`config.mk`:
```
export PLATFORM = sky130hd
export DESIGN_NAME = gbv_mac
export DESIGN_NICKNAME = d
export VERILOG_FILES = /design/src/sv/gbv_pkg.sv /design/src/sv/gbv_mac.sv
export SDC_FILE = /design/constraint.sdc
export NUM_CORES = 2
export LEC_CHECK = 0
export BUFFER_PORTS_ARGS = -buffer_cell sky130_fd_sc_hd__buf_2
export CAP_MARGIN = 5
export CORE_ASPECT_RATIO = 0.7
export CORE_MARGIN = 2
export CORE_UTILIZATION = 39
export DETAILED_ROUTE_END_ITERATION = 8
export HOLD_SLACK_MARGIN = 0.05
export MAX_ROUTING_LAYER = met4
export SKIP_CTS_REPAIR_TIMING = 1
export SLEW_MARGIN = 10
export SYNTH_ARGS = -nofsm -noshare
export SYNTH_HDL_FRONTEND = slang
export SYNTH_SLANG_ARGS = --single-unit
```
`constraint.sdc`:
```
create_clock -name clk -period 7.9 [get_ports clk]
set_input_delay 0.79 -clock clk [delete_from_list [all_inputs] [get_ports clk]]
set_output_delay 0.79 -clock clk [all_outputs]
set_load 0.1 [all_outputs]
```
`src/sv/gbv_pkg.sv`:
```
package gbv_pkg;

  typedef struct packed {
    logic [7:0] chan_a;
    logic [7:0] chan_b;
    logic [7:0] chan_c;
    logic [7:0] chan_d;
  } in_pix_t;

  typedef struct packed {
    logic [7:0] blur_a;
    logic [7:0] blur_b;
    logic [7:0] blur_c;
    logic [7:0] blur_d;
    logic       frame_end;
  } out_pix_t;

  localparam int unsigned CFG_AW = 3;
  localparam int unsigned CFG_DW = 16;
  localparam int unsigned PIX_W  = 32;
  localparam int unsigned NCH    = 4;
  localparam int unsigned ACC_W  = 40;
  localparam int unsigned ROW_W  = 12;
  localparam int unsigned DIM_W  = 13;
  localparam int unsigned MAX_ROWS = 4096;

  typedef enum logic [CFG_AW-1:0] {
    REG_WIDTH   = 3'd0,
    REG_HEIGHT  = 3'd1,
    REG_CHANS   = 3'd2,
    REG_W_CTR   = 3'd3,
    REG_W_ONE   = 3'd4,
    REG_W_TWO   = 3'd5
  } cfg_reg_t;

  localparam logic [10:0] WIDTH_RST  = 11'd640;
  localparam logic [12:0] HEIGHT_RST = 13'd480;
  localparam logic [2:0]  CHANS_RST  = 3'd3;
  localparam logic [15:0] W_CTR_RST  = 16'd26386;
  localparam logic [15:0] W_ONE_RST  = 16'd16004;
  localparam logic [15:0] W_TWO_RST  = 16'd3571;

endpackage

```
`src/sv/gbv_mac.sv`:
```
module gbv_mac (
  input  logic                                 clk,
  input  logic                                 clr,
  input  logic                                 vld,
  input  logic [31:0]                          w2d,
  input  logic [gbv_pkg::PIX_W-1:0]            pix,
  output logic [gbv_pkg::NCH-1:0][7:0]         sum
);

  logic [gbv_pkg::ACC_W-1:0] acc_r [gbv_pkg::NCH];

  // one tap per cycle while vld is high, all channels in parallel; only bits 39:32 matter
  always_ff @(posedge clk) begin
    for (int c = 0; c < gbv_pkg::NCH; c++) begin
      if (clr) begin
        acc_r[c] <= '0;
      end else if (vld) begin
        acc_r[c] <= acc_r[c] + gbv_pkg::ACC_W'(w2d) * pix[8*c +: 8];
      end
    end
  end

  always_comb begin
    for (int c = 0; c < gbv_pkg::NCH; c++) begin
      sum[c] = acc_r[c][39:32];
    end
  end

endmodule

```
== Word level (Yosys, flattened, before mapping) ==
Memories as Yosys holds them, arrays and structs flattened.
Index checks and enable logic that the tools add are counted.
Word-level totals
  flip-flop bits (word level): 0
  latch bits: 0
  bits in writable memories: 160
  ROM bits: 0
  input port bits: 67
  output and inout port bits: 32
  logic and storage cells: 22
  memories kept: 1
Cells by class
  add/sub/neg operators: 4
  multipliers: 4
  divide/modulo/power cells: 0
  $lt $le $gt $ge: 0
  equality and inequality tests: 0
  shifts and indexed selects: 0
  muxes and demuxes: 9
  bitwise gates (word level): 4
  reductions and logical operators: 0
Memories
  acc_r: depth 4, width 40, read ports 4, clocked after Yosys merged registers in 0, write ports 4, line gbv_mac.sv:10  | logic [gbv_pkg::ACC_W-1:0] acc_r [gbv_pkg::NCH];
Operator list (number)
  adder 40 bit: 4
  multiplier 32 x 8 -> 40 bit: 4
  2-to-1 mux 40 bit: 4
  2-to-1 mux 1 bit: 5
  OR 1 bit: 4

== Depth between registers and ports, before layout ==
  word-level depth: 4
  depth in mapped cells: 22
  mapped depth without buffers: 21

== Least setup slack after synthesis ==
No wires, ideal clock.
  path kind: input-to-reg
  from: in pix[0] in the netlist's numbering
  to: mem acc_r[0][37] in the netlist's numbering, data pin
  library setup time: 0.260 ns
  arrival: 5.514 ns
  required time: 7.640 ns
  setup slack: 2.125 ns
  stages: 20
  buffers on the path: 1
  cells stage by stage: clkbuf_1 > nand2_1 > fa_1 > inv_1 > fa_1 > inv_1 > fa_1 > fa_1 > inv_1 > ha_1 > o211a_1 > o31a_1 > o41a_1 > a221o_1 > a31o_2 > o2bb2ai_2 > a21oi_4 > o31ai_1 > a21oi_1 > mux2i_1
RTL lines
  from (decl): line gbv_mac.sv:6  | input logic [gbv_pkg::PIX_W-1:0] pix,
  to (decl): line gbv_mac.sv:10

==> results.tsv <==
stage	metric	value	unit
outcome	status	finished clean	
finish	top_regs	acc_r: 160 flops	
finish	seqCellArea	4800	sq um
cts	clk_pin_slew	0.08	ns
setup_path	arrival	6.60	ns
cts	cts_inserted_buffers	17	
synth	ys.warnings.count	0	
sta	clock-skew-final	0.0177	ns
routing	vias_per_cell	4.96	
setup_path	reg2regPathDepth	19	
sta	maxSlewViolCount	0	
routing	drt_iter0_markers	1756	
setup_path	worstSetupEndpointType	register	
synth	syn-mean-instance-area	8.96	sq um
cts	clockBufferDepth	2	
grt	track_usage	0.202	
cts	cts_root_buf	clkbuf_16	
synth	ys_seq_elements	160	
die	core	108000	sq um
hold_path	hp-class	register to register	
placement	gp_congestion	0.906	
cts	cts.sinks	160	
sta	rsz0062_at_grt	no	
finish	final_nets	5763	
hold_path	min_from	acc_r[1][0]	
placement	io_buffer_count	98	
die	die_area	111000	sq um
hold_path	hold_depth	2	
cts	htreeDepth	4	
cts	clk_latency	0.54	ns
routing	route.detailed.wl_per_inst	17.1	um
finish	synthToLayoutAreaGrowth	4.51	%
sta	fin_setup_tns	0	ns
finish	drive_gt1_frac	0.0344	
job	drv_cap	0	
grt	grt_antenna_before_repair	1	
synth	syn_area	42400	sq um
die	fp.dieW	398	um
sta	layout_min_cycle_time	6.34	ns
grt	grt_pass1_vias	31603	
synth	synth_flop_cell	edfxtp_1	
finish	largest_reg_flops	160	
finish	layout_commonest_cell	inv_1	
synth	synth_area_leaders	fa_1 (41%), edfxtp_1 (11%), and2_1 (11%)	
finish	multi_input_area	32100	sq um
die	io_pins	99	
synth	syn-instance-count	4732	
die	die_height	280	um
setup_path	required	8.16	ns
grt	grt-ovfl-total	0	
die	start_util	0.392	
die	fp-row-count	101	
synth	netlist.area_leader.share	0.412	
setup_path	path_max_fanout	32	
synth	ys_seq_area_frac	0.113	
setup_path	r2r_slack	2.22	ns
sta	layout_worst_path_cycle_share	0.803	
placement	dp_hpwl	77400	um
sta	worst_pin_slew	1.05	ns
grt	grt_pass1_wl	173000	um
routing	drc_errors	0	
hold_path	min_to	acc_r[1][0]	
sta	finalSetupViolations	0	
routing	drt-total-wl	103000	um
finish	fillers	10985	
synth	synth-edff-count	160	
finish	layout_common_cells	inv_1 (1150), fa_1 (872), and2_1 (720)	
sta	max_freq	158	MHz
routing	drtAntennaViolNets	0	
routing	vias	29964	
routing	first_pass_iters	5	
synth	synthArstFlopShare	0	
sta	max_slew_margin	0.302	
synth	yosysTopAreaCell	fa_1	
setup_path	critical_path_class	input port to register	
grt	grt_max_degree	121	
synth	synth_nets	5907	
setup_path	worstSetupStartpointType	input port	
setup_path	r2r_start	acc_r[1][7]	
sta	hold_viol_final	0	
setup_path	crit_start	w2d[5]	
setup_path	r2r_end	acc_r[1][38]	
finish	top_register	acc_r	
synth	synth_cell_types	70	
cts	cts_tree	built	
-- area by class of cell --
cell class,count,area share
timing repair buffer,116,0.0144
clock inverter,12,0.00418
clock buffer,18,0.00968
antenna,3,0.000169
sequential,160,0.108
inverter,1150,0.0974
multi-input combinational,3143,0.725
tap,1442,0.0407
-- critical path: stages --
cell	delay (ns)
buf_2	0.59
nand2_1	0.17
fa_1	0.55
fa_1	0.55
inv_1	0.05
fa_1	0.47
inv_1	0.05
fa_1	0.49
inv_1	0.05
ha_1	0.32
o21ai_0	0.45
nor2_1	0.10
a21oi_1	0.24
o21ai_1	0.09
o21ai_1	0.17
o21ai_1	0.23
a31oi_1	0.77
o41ai_1	0.22
xnor2_1	0.17
nor2_1	0.06
-- logic make-up (layout without fill, tap and decap cells) --
kind of cell / after synthesis / after routing / synth area share
compound gates: 446 / 446 / 0.0687
xor+xnor: 135 / 135 / 0.0279
fa+ha+maj: 1108 / 1108 / 0.481
buf+inv: 1429 / 1296 / 0.129
flops: 160 / 160 / 0.113
mux: 1 / 1 / 0.000236
other cells: 0 / 3 / 0
simple gates: 1453 / 1453 / 0.179
-- how the worst max path moves through the flow --
stage | endpoint | slack [ns] | depth (start not counted)
floorplan | acc_r[0][37] | 2.13 | 20
global route | acc_r[3][36] | 1.34 | 19
detailed placement | acc_r[3][36] | 1.18 | 19
CTS | acc_r[2][39] | 1.77 | 20
finish | acc_r[1][38] | 1.56 | 20
global placement | acc_r[2][39] | 1.24 | 20
-- cell usage after synthesis, types with 13 or more instances --
master / count
a211oi_1: 15
a21o_1: 85
a21oi_1: 130
and2_1: 720
and3_1: 14
buf_4: 32
clkbuf_1: 243
edfxtp_1: 160
fa_1: 872
ha_1: 236
inv_1: 1150
nand2_1: 411
nand2b_1: 14
nand3_1: 31
nand4_1: 28
nor2_1: 172
nor2b_1: 17
nor3_1: 21
o211ai_1: 13
o21a_1: 19
o21ai_0: 43
o21ai_1: 45
o21bai_1: 16
xnor2_1: 76
xor2_1: 59
-- through the flow --
stage | hold WS (ns) | instances | utilization | area (sq um) | setup WS, ns
2_1_floorplan | 0.622 | 4732 | - | 42400 | 2.13
3_3_place_gp | 0.635 | 6011 | 0.404 | 43700 | 1.24
3_5_place_dp | 0.639 | 6011 | 0.404 | 43700 | 1.18
4_1_cts | 0.665 | 6041 | 0.410 | 44300 | 1.77
5_1_grt | 0.687 | 6042 | 0.410 | 44300 | 1.34
6_report | 0.658 | 6044 | 0.410 | 44300 | 1.56
-- layer usage --
| layer | GRT usage | wire length [um] | share of wire |
|---|---|---|---|
| met1 | 0.305 | 52800 | 0.51 |
| met2 | 0.292 | 44300 | 0.43 |
| met3 | 0.0304 | 5080 | 0.049 |
| met4 | 0.0310 | 925 | 0.0090 |
| met5 | - | 0 | 0 |
Power is not shown: default switching activity piles up to over one toggle a cycle in this logic, so the estimate is an artifact.
